$ cat config.mk
export PLATFORM = sky130hd
export DESIGN_NAME = playfair_digraph_cipher
export DESIGN_NICKNAME = d
export VERILOG_FILES = /design/src/rtl/core/pdc_pkg.sv /design/src/rtl/core/pdc_ram.sv /design/src/rtl/core/pdc_addr_unit.sv /design/src/rtl/core/playfair_digraph_cipher.sv
export SDC_FILE = /design/constraint.sdc
export NUM_CORES = 1
export LEC_CHECK = 0
export BUFFER_PORTS_ARGS = -buffer_cell sky130_fd_sc_hd__buf_2
export CORE_MARGIN = 4
export CORE_UTILIZATION = 42
export CTS_BUF_LIST = sky130_fd_sc_hd__clkbuf_8
export DETAILED_ROUTE_END_ITERATION = 12
export PLACE_DENSITY = 0.54
export SETUP_SLACK_MARGIN = 0.05
export SKIP_CTS_REPAIR_TIMING = 1
export SYNTH_ARGS = -nofsm -noshare
export SYNTH_HDL_FRONTEND = slang
export SYNTH_HIERARCHICAL = 1
export SYNTH_SLANG_ARGS = --single-unit
$ cat constraint.sdc
create_clock -name i_clk -period 11.4 [get_ports i_clk]
set_clock_uncertainty 0.15 [all_clocks]
set_input_delay 0.57 -clock i_clk [delete_from_list [all_inputs] [get_ports i_clk]]
set_output_delay 0.57 -clock i_clk [all_outputs]
set_load 0.03 [all_outputs]
$ cat src/rtl/core/pdc_pkg.sv
package pdc_pkg;

    localparam int LETTER_W     = 5;
    localparam int ALPHA_SIZE   = 26;
    localparam int SQUARE_CELLS = 25;

    typedef logic [LETTER_W-1:0] t_letter;
    typedef logic [4:0]          t_pos;
    typedef logic [2:0]          t_coord;

    localparam t_letter LETTER_A = 5'd0;
    localparam t_letter LETTER_I = 5'd8;
    localparam t_letter LETTER_J = 5'd9;
    localparam t_letter LETTER_X = 5'd23;
    localparam t_letter LETTER_Z = 5'd25;
    localparam t_pos    CELLS_FULL = 5'd25;

    // request to the shared address unit
    typedef struct packed {
        t_pos pa;       // square position of first digraph letter
        t_pos pb;       // square position of second digraph letter
        logic decrypt;  // 1: shift back by one
        logic sel;      // 0: first result letter, 1: second
    } t_pair_req;

    function automatic t_coord pos_row(input t_pos p);
        t_coord r;
        if (p >= 5'd20) begin
            r = 3'd4;
        end else if (p >= 5'd15) begin
            r = 3'd3;
        end else if (p >= 5'd10) begin
            r = 3'd2;
        end else if (p >= 5'd5) begin
            r = 3'd1;
        end else begin
            r = 3'd0;
        end
        return r;
    endfunction

    function automatic t_pos cell_addr(input t_coord row, input t_coord col);
        return 5'({row, 2'b00}) + 5'(row) + 5'(col);
    endfunction

    function automatic t_coord pos_col(input t_pos p);
        t_pos base;
        base = cell_addr(pos_row(p), 3'd0);
        return 3'(p - base);
    endfunction

    // +1 mod 5 forward, +4 mod 5 (i.e. -1) backward
    function automatic t_coord step_mod5(input t_coord x, input logic back);
        t_coord r;
        if (back) begin
            r = (x == 3'd0) ? 3'd4 : 3'(x - 3'd1);
        end else begin
            r = (x == 3'd4) ? 3'd0 : 3'(x + 3'd1);
        end
        return r;
    endfunction

endpackage

$ cat src/rtl/core/pdc_ram.sv
module pdc_ram #(
    parameter int WIDTH = 5,
    parameter int DEPTH = 32
) (
    input  logic                     i_clk,
    input  logic                     i_we,
    input  logic [$clog2(DEPTH)-1:0] i_waddr,
    input  logic [WIDTH-1:0]         i_wdata,
    input  logic                     i_re,
    input  logic [$clog2(DEPTH)-1:0] i_raddr,
    output logic [WIDTH-1:0]         o_rdata
);

    logic [WIDTH-1:0] r_mem [DEPTH];
    logic [WIDTH-1:0] r_rdata;

    always_ff @(posedge i_clk) begin
        if (i_we) begin
            r_mem[i_waddr] <= i_wdata;
        end
        if (i_re) begin
            r_rdata <= r_mem[i_raddr];
        end
    end

    assign o_rdata = r_rdata;

endmodule

$ cat src/rtl/core/pdc_addr_unit.sv
module pdc_addr_unit (
    input  pdc_pkg::t_pair_req i_req,
    output pdc_pkg::t_pos      o_addr
);

    pdc_pkg::t_coord ra, ca, rb, cb;
    pdc_pkg::t_coord my_row, my_col, other_col;

    always_comb begin
        ra = pdc_pkg::pos_row(i_req.pa);
        ca = pdc_pkg::pos_col(i_req.pa);
        rb = pdc_pkg::pos_row(i_req.pb);
        cb = pdc_pkg::pos_col(i_req.pb);

        my_row    = i_req.sel ? rb : ra;
        my_col    = i_req.sel ? cb : ca;
        other_col = i_req.sel ? ca : cb;

        if (ra == rb) begin
            // row rule, also covers an equal pair
            o_addr = pdc_pkg::cell_addr(my_row, pdc_pkg::step_mod5(my_col, i_req.decrypt));
        end else if (ca == cb) begin
            o_addr = pdc_pkg::cell_addr(pdc_pkg::step_mod5(my_row, i_req.decrypt), my_col);
        end else begin
            o_addr = pdc_pkg::cell_addr(my_row, other_col);
        end
    end

endmodule

$ cat src/rtl/core/playfair_digraph_cipher.sv
// Channel   Direction  Handshake                    Payload
// in        input      i_in_valid / o_in_stall      i_req_type, i_letter, i_last
// out       output     o_out_valid / i_out_stall    o_out_letter, o_out_last
// cfg       input      i_cfg_valid / o_cfg_ready    i_cfg_cipher_mode
//
// A key letter is taken in the idle state; the last key letter adds an alphabet
// fill sweep, one letter per cycle through the square and place RAM ports.
// A text letter yields up to 3 pushed letters and up to 2 digraphs; each digraph
// reads both places from the place RAM, then for each result letter takes a
// square address from the shared address unit and reads the square RAM.
// Output stalls hold the sequencer in the result load steps; o_in_stall is high
// whenever the sequencer is not idle. Reset is synchronous, active low.
module playfair_digraph_cipher (
    input  logic                 i_clk,
    input  logic                 i_rst_n,
    input  logic                 i_in_valid,
    output logic                 o_in_stall,
    input  logic                 i_req_type,
    input  logic [4:0]           i_letter,
    input  logic                 i_last,
    output logic                 o_out_valid,
    input  logic                 i_out_stall,
    output logic [4:0]           o_out_letter,
    output logic                 o_out_last,
    input  logic                 i_cfg_valid,
    output logic                 o_cfg_ready,
    input  logic                 i_cfg_cipher_mode
);

    typedef enum logic [8:0] {
        S_IDLE = 9'b000000001,
        S_FILL = 9'b000000010,
        S_NEXT = 9'b000000100,
        S_RDA  = 9'b000001000,
        S_RDB  = 9'b000010000,
        S_ADR0 = 9'b000100000,
        S_OUT0 = 9'b001000000,
        S_ADR1 = 9'b010000000,
        S_OUT1 = 9'b100000000
    } t_state;

    t_state r_state, n_state;

    // config and key state
    logic                              r_cipher_mode;
    logic [pdc_pkg::ALPHA_SIZE-1:0]    r_used, n_used;
    pdc_pkg::t_pos                     r_fill_count, n_fill_count;
    logic                              r_square_ready, n_square_ready;
    pdc_pkg::t_letter                  r_key, n_key;

    // message formatting state
    pdc_pkg::t_letter r_held_letter, n_held_letter;
    logic             r_held_valid, n_held_valid;
    pdc_pkg::t_letter r_prev_letter, n_prev_letter;
    logic             r_prev_valid, n_prev_valid;

    // push list for the current text beat
    pdc_pkg::t_letter r_push0, n_push0;
    pdc_pkg::t_letter r_push1, n_push1;
    pdc_pkg::t_letter r_push2, n_push2;
    logic [1:0]       r_npush, n_npush;
    logic             r_last, n_last;

    // digraph in flight
    pdc_pkg::t_letter r_pair_b, n_pair_b;
    logic             r_pair_last, n_pair_last;
    pdc_pkg::t_pos    r_pa, n_pa;
    pdc_pkg::t_pos    r_pb, n_pb;

    // output register
    logic             r_out_valid, n_out_valid;
    pdc_pkg::t_letter r_out_letter, n_out_letter;
    logic             r_out_last, n_out_last;

    // RAM ports
    logic             sq_we, sq_re;
    pdc_pkg::t_pos    sq_waddr, sq_raddr;
    pdc_pkg::t_letter sq_wdata, sq_rdata;
    logic             pl_we, pl_re;
    pdc_pkg::t_letter pl_waddr, pl_raddr;
    pdc_pkg::t_pos    pl_wdata, pl_rdata;

    pdc_pkg::t_pair_req pair_req;

    logic             in_accept;
    logic             out_free;
    logic             letter_ok;
    pdc_pkg::t_letter letter_fold;
    logic             ins_x;
    logic             pad_x;
    logic [1:0]       list_cnt;

    assign o_cfg_ready = 1'b1;
    assign o_in_stall  = (r_state != S_IDLE);
    assign in_accept   = i_in_valid && (r_state == S_IDLE);
    assign out_free    = !r_out_valid || !i_out_stall;

    assign o_out_valid  = r_out_valid;
    assign o_out_letter = r_out_letter;
    assign o_out_last   = r_out_last;

    assign letter_ok   = (i_letter <= pdc_pkg::LETTER_Z);
    assign letter_fold = (i_letter == pdc_pkg::LETTER_J) ? pdc_pkg::LETTER_I : i_letter;

    // formatting decisions for a text beat, taken against the state at accept
    assign ins_x    = !r_cipher_mode && r_prev_valid && (r_prev_letter == letter_fold)
                      && letter_ok;
    assign list_cnt = ins_x ? 2'd2 : (letter_ok ? 2'd1 : 2'd0);
    assign pad_x    = i_last && (r_held_valid ^ list_cnt[0]) && !r_cipher_mode;

    // shared address unit: one square address per result letter
    assign pair_req.pa      = r_pa;
    assign pair_req.pb      = r_pb;
    assign pair_req.decrypt = r_cipher_mode;
    assign pair_req.sel     = (r_state == S_ADR1);

    pdc_addr_unit u_addr (
        .i_req  (pair_req),
        .o_addr (sq_raddr)
    );

    pdc_ram #(
        .WIDTH (pdc_pkg::LETTER_W),
        .DEPTH (pdc_pkg::SQUARE_CELLS)
    ) u_square (
        .i_clk   (i_clk),
        .i_we    (sq_we),
        .i_waddr (sq_waddr),
        .i_wdata (sq_wdata),
        .i_re    (sq_re),
        .i_raddr (sq_raddr),
        .o_rdata (sq_rdata)
    );

    pdc_ram #(
        .WIDTH (pdc_pkg::LETTER_W),
        .DEPTH (pdc_pkg::ALPHA_SIZE)
    ) u_place (
        .i_clk   (i_clk),
        .i_we    (pl_we),
        .i_waddr (pl_waddr),
        .i_wdata (pl_wdata),
        .i_re    (pl_re),
        .i_raddr (pl_raddr),
        .o_rdata (pl_rdata)
    );

    always_comb begin
        n_state        = r_state;
        n_used         = r_used;
        n_fill_count   = r_fill_count;
        n_square_ready = r_square_ready;
        n_key          = r_key;
        n_held_letter  = r_held_letter;
        n_held_valid   = r_held_valid;
        n_prev_letter  = r_prev_letter;
        n_prev_valid   = r_prev_valid;
        n_push0        = r_push0;
        n_push1        = r_push1;
        n_push2        = r_push2;
        n_npush        = r_npush;
        n_last         = r_last;
        n_pair_b       = r_pair_b;
        n_pair_last    = r_pair_last;
        n_pa           = r_pa;
        n_pb           = r_pb;
        n_out_valid    = r_out_valid && i_out_stall;
        n_out_letter   = r_out_letter;
        n_out_last     = r_out_last;

        sq_we    = 1'b0;
        sq_waddr = r_fill_count;
        sq_wdata = letter_fold;
        sq_re    = 1'b0;
        pl_we    = 1'b0;
        pl_waddr = letter_fold;
        pl_wdata = r_fill_count;
        pl_re    = 1'b0;
        pl_raddr = r_pair_b;

        unique case (r_state)
            S_IDLE: begin
                if (in_accept && !i_req_type) begin
                    // key beat; a key after a ready square starts over
                    if (r_square_ready) begin
                        n_used         = '0;
                        n_fill_count   = '0;
                        n_square_ready = 1'b0;
                        n_held_letter  = '0;
                        n_held_valid   = 1'b0;
                        n_prev_letter  = '0;
                        n_prev_valid   = 1'b0;
                    end
                    if (letter_ok && !n_used[letter_fold] &&
                        (n_fill_count < pdc_pkg::CELLS_FULL)) begin
                        sq_we    = 1'b1;
                        sq_waddr = n_fill_count;
                        sq_wdata = letter_fold;
                        pl_we    = 1'b1;
                        pl_waddr = letter_fold;
                        pl_wdata = n_fill_count;
                        n_used[letter_fold] = 1'b1;
                        n_fill_count = 5'(n_fill_count + 5'd1);
                    end
                    if (i_last) begin
                        n_key   = pdc_pkg::LETTER_A;
                        n_state = S_FILL;
                    end
                end else if (in_accept && r_square_ready) begin
                    // text beat: unused slots default to x, so padding is a count bump
                    n_push0 = ins_x ? pdc_pkg::LETTER_X
                                    : (letter_ok ? letter_fold : pdc_pkg::LETTER_X);
                    n_push1 = ins_x ? letter_fold : pdc_pkg::LETTER_X;
                    n_push2 = pdc_pkg::LETTER_X;
                    n_npush = 2'(list_cnt + {1'b0, pad_x});
                    n_last  = i_last;
                    if (letter_ok) begin
                        n_prev_letter = letter_fold;
                        n_prev_valid  = 1'b1;
                    end
                    n_state = S_NEXT;
                end
            end
            S_FILL: begin
                if ((r_key != pdc_pkg::LETTER_J) && !r_used[r_key] &&
                    (r_fill_count < pdc_pkg::CELLS_FULL)) begin
                    sq_we    = 1'b1;
                    sq_waddr = r_fill_count;
                    sq_wdata = r_key;
                    pl_we    = 1'b1;
                    pl_waddr = r_key;
                    pl_wdata = r_fill_count;
                    n_used[r_key] = 1'b1;
                    n_fill_count  = 5'(r_fill_count + 5'd1);
                end
                if (r_key == pdc_pkg::LETTER_Z) begin
                    n_square_ready = 1'b1;
                    n_state        = S_IDLE;
                end else begin
                    n_key = 5'(r_key + 5'd1);
                end
            end
            S_NEXT: begin
                if (r_npush == 2'd0) begin
                    if (r_last) begin
                        n_held_letter = '0;
                        n_held_valid  = 1'b0;
                        n_prev_letter = '0;
                        n_prev_valid  = 1'b0;
                    end
                    n_state = S_IDLE;
                end else begin
                    n_push0 = r_push1;
                    n_push1 = r_push2;
                    n_npush = 2'(r_npush - 2'd1);
                    if (r_held_valid) begin
                        // digraph complete; last pair when fewer than two pushes remain
                        n_pair_b     = r_push0;
                        n_held_valid = 1'b0;
                        n_pair_last  = r_last && (r_npush != 2'd3);
                        pl_re        = 1'b1;
                        pl_raddr     = r_held_letter;
                        n_state      = S_RDA;
                    end else begin
                        n_held_letter = r_push0;
                        n_held_valid  = 1'b1;
                    end
                end
            end
            S_RDA: begin
                n_pa     = pl_rdata;
                pl_re    = 1'b1;
                pl_raddr = r_pair_b;
                n_state  = S_RDB;
            end
            S_RDB: begin
                n_pb    = pl_rdata;
                n_state = S_ADR0;
            end
            S_ADR0: begin
                sq_re   = 1'b1;
                n_state = S_OUT0;
            end
            S_OUT0: begin
                if (out_free) begin
                    n_out_valid  = 1'b1;
                    n_out_letter = sq_rdata;
                    n_out_last   = 1'b0;
                    n_state      = S_ADR1;
                end
            end
            S_ADR1: begin
                sq_re   = 1'b1;
                n_state = S_OUT1;
            end
            S_OUT1: begin
                if (out_free) begin
                    n_out_valid  = 1'b1;
                    n_out_letter = sq_rdata;
                    n_out_last   = r_pair_last;
                    n_state      = S_NEXT;
                end
            end
            default: begin
                n_state = S_IDLE;
            end
        endcase
    end

    always_ff @(posedge i_clk) begin
        if (!i_rst_n) begin
            r_state        <= S_IDLE;
            r_cipher_mode  <= 1'b0;
            r_used         <= '0;
            r_fill_count   <= '0;
            r_square_ready <= 1'b0;
            r_key          <= '0;
            r_held_letter  <= '0;
            r_held_valid   <= 1'b0;
            r_prev_letter  <= '0;
            r_prev_valid   <= 1'b0;
            r_npush        <= '0;
            r_last         <= 1'b0;
            r_out_valid    <= 1'b0;
        end else begin
            r_state        <= n_state;
            if (i_cfg_valid && o_cfg_ready) begin
                r_cipher_mode <= i_cfg_cipher_mode;
            end
            r_used         <= n_used;
            r_fill_count   <= n_fill_count;
            r_square_ready <= n_square_ready;
            r_key          <= n_key;
            r_held_letter  <= n_held_letter;
            r_held_valid   <= n_held_valid;
            r_prev_letter  <= n_prev_letter;
            r_prev_valid   <= n_prev_valid;
            r_npush        <= n_npush;
            r_last         <= n_last;
            r_out_valid    <= n_out_valid;
        end
    end

    // payload registers
    always_ff @(posedge i_clk) begin
        r_push0      <= n_push0;
        r_push1      <= n_push1;
        r_push2      <= n_push2;
        r_pair_b     <= n_pair_b;
        r_pair_last  <= n_pair_last;
        r_pa         <= n_pa;
        r_pb         <= n_pb;
        r_out_letter <= n_out_letter;
        r_out_last   <= n_out_last;
    end

    // a ready square is always completely filled
    a_ready_full: assert property (@(posedge i_clk) disable iff (!i_rst_n)
        r_square_ready |-> (r_fill_count == pdc_pkg::CELLS_FULL))
        else $error("square ready with unfilled cells");

    // fill count never runs past the square
    a_fill_bound: assert property (@(posedge i_clk) disable iff (!i_rst_n)
        r_fill_count <= pdc_pkg::CELLS_FULL)
        else $error("fill count beyond square size");

    // message end clears held and previous letters
    a_msg_end_clear: assert property (@(posedge i_clk) disable iff (!i_rst_n)
        (r_state == S_NEXT && r_npush == 2'd0 && r_last)
        |=> (!r_held_valid && !r_prev_valid && r_state == S_IDLE))
        else $error("message end left formatting state");

    // a result is loaded only when the output register is free
    a_no_overwrite: assert property (@(posedge i_clk) disable iff (!i_rst_n)
        (r_out_valid && i_out_stall && (r_state == S_OUT0 || r_state == S_OUT1))
        |=> (r_state == $past(r_state)))
        else $error("result step advanced over a stalled beat");

endmodule
==> results of run 1 <==
-- layer usage --
layer | part of all wire | global-route usage | vias to the layer above
li1 | - | - | 5209
met1 | 0.44 | 0.246 | 5395
met2 | 0.49 | 0.304 | 288
met3 | 0.053 | 0.0311 | 74
met4 | 0.025 | 0.0585 | 0
met5 | 0 | 0 | -
-- cells in the final DEF, fill, tap and decap left out, drive strengths merged, types with 8 or more instances in the layout --
cell	n
mux4	43
nand4	13
nand3b	9
ha	31
xor2	12
nor3	9
a21oi	109
clkinv	25
buf	44
nand2	92
nand3	49
inv	57
or3	11
nor3b	8
mux2i	74
and2	14
a31oi	13
or3b	8
dfxtp	63
clkbuf	66
o211ai	11
edfxtp	297
xnor2	18
o21ai	57
nor2	150
and3	10
mux2	16
a22oi	19
nor2b	25
-- worst min-delay path by stage --
stage          slack (ns)                         end  cells past startpoint                           from
6_report             0.04  r_cipher_mode$_SDFFE_PN0P_                      3              i_cfg_cipher_mode
5_1_grt              0.04  r_cipher_mode$_SDFFE_PN0P_                      3              i_cfg_cipher_mode
4_1_cts            -0.003  r_cipher_mode$_SDFFE_PN0P_                      3              i_cfg_cipher_mode
3_5_place_dp         0.26   o_out_letter[1]$_DFFE_PP_                      0  u_square/o_rdata[1]$_DFFE_PP_
3_3_place_gp         0.25   o_out_letter[1]$_DFFE_PP_                      0  u_square/o_rdata[1]$_DFFE_PP_
2_1_floorplan        0.25   o_out_letter[0]$_DFFE_PP_                      0  u_square/o_rdata[0]$_DFFE_PP_
-- area by class of cell --
class                      instances  area share
timing repair buffer              44      0.0148
sequential                       360       0.539
multi-input combinational        893       0.341
clock buffer                      66      0.0481
inverter                          40     0.00795
tap                              525      0.0348
clock inverter                    46      0.0144
-- logic make-up (layout without fill, tap and decap cells) --
kind of cell / Yosys count / count (layout) / share of synthesized area
compound gates: 264 / 264 / 0.0945
buf+inv: 113 / 196 / 0.0310
flops: 360 / 360 / 0.594
other cells: 1 / 1 / 0.000219
xor+xnor: 30 / 30 / 0.0153
fa+ha+maj: 37 / 37 / 0.0297
mux: 133 / 133 / 0.112
simple gates: 428 / 428 / 0.123
-- power groups by stage --
stage          sequential, mW  combinational [mW]  clock, mW
3_3_place_gp             1.49               0.186          0
2_1_floorplan            1.49               0.131          0
6_report                 1.47               0.187       1.11
4_1_cts                  1.47               0.188       1.15
5_1_grt                  1.47               0.209       1.21
3_5_place_dp             1.49               0.187          0
-- worst max-delay path: stages, from the launching register on --
cell and delay (ns):
dfxtp_1 0.32, nor2_1 0.23, nand3_1 0.22, nor4b_2 0.25, buf_4 0.25, nor2_1 0.07
a21oi_1 0.40, inv_1 0.23, ha_1 0.30, or2_2 0.28, mux4_2 0.49, fa_1 0.55
inv_1 0.06, ha_1 0.28, a21o_1 0.16, a21oi_1 0.18, xor2_1 0.17, mux2i_1 0.09
a21oi_1 0.68, mux4_2 0.41, o32ai_1 0.22, a21oi_1 0.09, and3_1 0.19
-- per-stage QoR --
step                      hold slack [ns]  cell area, sq um   util
after floorplan                     0.250             17100      -
after global placement              0.253             17700  0.443
after detailed placement            0.257             17700  0.443
after CTS                        -0.00254             18900  0.472
after global routing               0.0359             18900  0.472
final                              0.0434             18900  0.472
-- registers in the layout, summed over array words and instances, names as in the netlist, 5 cells and up --
name and cells:
r_state 9, r_pa 5, r_key 5, r_held_letter 5, u_square/o_rdata 5, r_pair_b 5
u_square/r_mem 125, u_place/o_rdata 5, r_fill_count 5, r_prev_letter 5, r_push0 5, r_pb 5
r_used 26, u_place/r_mem 130, o_out_letter 5, r_push1 5
==> results.cfg, run 1 <==
[routing]
drtAntennaViolNets = 0
post_drt_wl_per_cell_um = 20.4
drc_errors = 0
vias = 10966
vias_per_cell = 5.56
wirelength_mm = 40.3
dr.pass1.iters = 7
dr.first_iter.drc_count = 720

[die]
start_util = 0.428
core_area_sq_um = 40000
rows = 73
die_width_um = 210
die_h_um = 210
boundaryPins = 22
fp.dieArea_sq_um = 44100

[global_routing]
grt_pass1_wl_mm = 63.8
grt_pass1_vias = 11059
grt_max_degree = 44
grt-ovfl-total = 0
grt.total_usage = 0.182
antenna_found_initial = 0

[logic_synthesis]
ys_top_cells_by_area = edfxtp_1 (52%), dfxtp_1 (7.4%), mux4_2 (5.0%)
synth_top_area_frac = 0.521
ys_warn_count = 6
syn_area_per_cell_sq_um = 12.5
synth-main-ff-cell = edfxtp_1
synth_cell_types = 84
syn_nets = 1416
netlist_instances = 1366
synth-async-reset-ratio = 0
ys_seq_area_frac = 0.594
synth_edf_count = 297
ys_top_cells_by_count = edfxtp_1 (297), nor2_1 (148), a21oi_1 (107)
synth_area_sq_um = 17100
yosysMostFrequentCell = edfxtp_1
synth.largest_area_cell = edfxtp_1
synth_seq_cells = 360

[power_and_ir_drop]
p_comb_frac = 0.068
power_density_nw_per_um2 = 146
p_total_mw = 2.76
p_leak_nw = 6.64
p_int_mw = 2.11
p_clk_frac = 0.402
p_sw_mw = 0.659
vdd.ir_drop.worst_v = 0.0000837
swShare = 0.238
pwr-share-seq = 0.530

[critical_path]
r2r-start = r_state[4]$_SDFFE_PN0P_
cp.required_ns = 11.63
cp_max_fo = 12
reg2regPathDepth = 22
start_kind = flop
arrival_ns = 6.74
r2r-end = u_square/o_rdata[0]$_DFFE_PP_
cp-startpoint = r_state[4]$_SDFFE_PN0P_
worstSetupPathType = reg -> reg
endpoint = u_square/o_rdata[0]$_DFFE_PP_
regToRegSetupSlack_ns = 4.89
endpoint_kind = flop

[sta]
hold_viol = 0
worst_pin_slew_ns = 1.20
tns_ns = 0
maxSlewHeadroom = 0.202
layout_min_cycle_time_ns = 6.51
fin_ws_ns = 4.89
rsz0062_at_grt = no
slew_violations = 0
post-route-period-util = 0.571
setup_viol = 0
fmax_ghz = 0.154

[finish]
antenna_cells = 0
multi_input_area_sq_um = 6450
final_cells = 1974
fillers = 3604
nets = 1448
layout.area.seq_sq_um = 10200
area_delta_synth_final_pct = 10.3
drive_gt1_frac = 0.144

[clock_network]
root_buffer = clkbuf_8
clk_latency_ns = 0.63
clock-sinks = 360
clockBufferDepth = 3
cts_tree = built
clkSlewWorstSetupHoldPaths_ns = 0.06
cts_buffers = 59
h-tree-depth = 2

[placed_design]
port_buffers = 20
gp_congestion = 0.825
place_inst = 1862
dp_hpwl_mm = 26.0
dp_slack_ns = 4.93

[job]
cap_violations = 0

[min_path]
hp-class = in -> reg

[run_status]
status = finished, final reports clean
Power figures use the tool's default switching activity.
==> run 2: changes to the inputs <==
==> constraint.sdc (replaced) <==
create_clock -name i_clk -period 6.3 [get_ports i_clk]
set_clock_uncertainty 0.15 [all_clocks]
set_input_delay 0.315 -clock i_clk [delete_from_list [all_inputs] [get_ports i_clk]]
set_output_delay 0.315 -clock i_clk [all_outputs]
set_load 0.03 [all_outputs]
==> run 2 against run 1 <==
- combinational power grew 83%
- via count grew 0.87%
- critical path depth shrank 2
- sequential share of layout area shrank 0.35 points
- total power grew 81%
- non-clock buffer count grew 15
- utilization grew 0.31 points
==> results.cfg, run 2 (synthesized netlist as in run 1, its figures left out) <==
[run_status]
status = finished, final reports clean

[min_path]
hold_start = i_req_type
holdPathEnd = r_last$_SDFFE_PN0P_
hp-class = in -> reg
worstHoldPathCells = 5

[die]
start_util = 0.428
fp.dieArea_sq_um = 44100
die_h_um = 210
core_area_sq_um = 40000
boundaryPins = 22
die_width_um = 210
rows = 73

[finish]
drive_gt1_frac = 0.147
top_register = u_place/r_mem
area_delta_synth_final_pct = 11.1
antenna_cells = 0
layout_commonest_cell = edfxtp_1
final_cell_mix = edfxtp_1 (297), nor2_1 (148), a21oi_1 (105)
largest_reg_flops = 130
nets = 1462
top_regs = u_place/r_mem: 130 flops, u_square/r_mem: 125 flops, r_used: 26 flops
final_area_sq_um = 19000

[global_routing]
antenna_found_initial = 0
grt_pass1_wl_mm = 63.4
grt-ovfl-total = 0
grt_max_degree = 34
grt.total_usage = 0.183
grt_pass1_vias = 10973

[critical_path]
arrival_ns = 6.03
endpoint_kind = flop
cp.required_ns = 6.53
start_kind = flop
worstSetupPathType = reg -> reg
r2r-end = u_square/o_rdata[0]$_DFFE_PP_
regToRegSetupSlack_ns = 0.51
r2r-start = r_state[6]$_SDFFE_PN0P_
reg2regPathDepth = 20
cp_max_fo = 11

[clock_network]
clock-sinks = 360
clk_latency_ns = 0.64
cts_tree = built
cts_buffers = 58
clkSlewWorstSetupHoldPaths_ns = 0.06
h-tree-depth = 2
clockBufferDepth = 3
root_buffer = clkbuf_8

[routing]
post_drt_wl_per_cell_um = 20.5
dr.first_iter.drc_count = 723
vias = 11061
dr.pass1.iters = 6
wirelength_mm = 40.6
drc_errors = 0
vias_per_cell = 5.58
drtAntennaViolNets = 0

[power_and_ir_drop]
power_density_nw_per_um2 = 263
p_sw_mw = 1.17
p_comb_frac = 0.068
p_clk_frac = 0.401
swShare = 0.234
p_leak_nw = 6.70
vdd.ir_drop.worst_v = 0.000141
pwr-share-seq = 0.530
p_int_mw = 3.83

[sta]
slew_violations = 0
rsz0062_at_grt = no
worst_pin_slew_ns = 1.16
fmax_ghz = 0.173
hold_viol = 0
layout_min_cycle_time_ns = 5.79
post-route-period-util = 0.920
tns_ns = 0
maxSlewHeadroom = 0.221
setup_viol = 0

[placed_design]
port_buffers = 20
dp_hpwl_mm = 27.1
gp_congestion = 0.845
placed_cell_area_sq_um = 17800

[job]
cap_violations = 0
[run 2: power by group through the flow]
stage                     clock [mW]  sequential, mW  combinational, mW
after global routing            2.18            2.66              0.380
after floorplan                    0            2.69              0.238
after CTS                       2.07            2.65              0.340
after detailed placement           0            2.70              0.338
after global placement             0            2.70              0.336
final                           2.01            2.65              0.343
[run 2: how the worst max path moves through the flow]
stage / depth (start not counted) / end / slack [ns] / from
global placement: 21 / u_square/o_rdata[0]$_DFFE_PP_ / 0.43 / r_state[6]$_SDFFE_PN0P_
CTS: 21 / u_square/o_rdata[0]$_DFFE_PP_ / 0.39 / r_state[6]$_SDFFE_PN0P_
floorplan: 23 / u_square/o_rdata[0]$_DFFE_PP_ / 0.24 / r_state[6]$_SDFFE_PN0P_
finish: 20 / u_square/o_rdata[0]$_DFFE_PP_ / 0.51 / r_state[6]$_SDFFE_PN0P_
detailed placement: 21 / u_square/o_rdata[0]$_DFFE_PP_ / 0.40 / r_state[6]$_SDFFE_PN0P_
global route: 27 / u_square/o_rdata[1]$_DFFE_PP_ / 0.09 / r_pb[3]$_DFFE_PP_
[run 2: metrics by stage]
step                worst slack, ns  hold slack, ns  total power, mW   util  std cells
global route                 0.0903          0.0137             5.22  0.475       1984
finish                        0.505         0.00904             5.01  0.475       1984
floorplan                     0.245           0.250             2.93      -       1366
detailed placement            0.404           0.262             3.04  0.444       1870
CTS                           0.390          -0.283             5.06  0.473       1977
global placement              0.432           0.264             3.04  0.444       1870
[run 2: final cells by class]
type	instances	area (sq um)
Fill cell	3629	21000
Sequential cell	360	10200
Multi-Input combinational cell	893	6450
Clock buffer	65	895
Tap cell	525	657
Timing Repair Buffer	59	410
Clock inverter	42	273
Inverter	40	150
[run 2: layer usage]
metal,part of all wire,track usage,vias to the layer above
li1,-,-,5243
met1,0.45,0.251,5466
met2,0.48,0.303,264
met3,0.041,0.0313,88
met4,0.029,0.0556,0
met5,0,0,-
[run 2: worst max-delay path, stage by stage (launching register included)]
cell and delay (ns):
dfxtp_1 0.33, nor2_1 0.21, nand3_1 0.22, nor4b_2 0.31, buf_4 0.27, mux2_2 0.42
ha_1 0.21, or2_2 0.29, mux4_2 0.48, fa_1 0.55, inv_1 0.06, ha_1 0.29
a21o_1 0.16, a21oi_1 0.16, xor2_1 0.17, mux2i_1 0.09, a21oi_1 0.33, mux4_2 0.36
o32ai_1 0.22, a21oi_1 0.09, and3_1 0.18
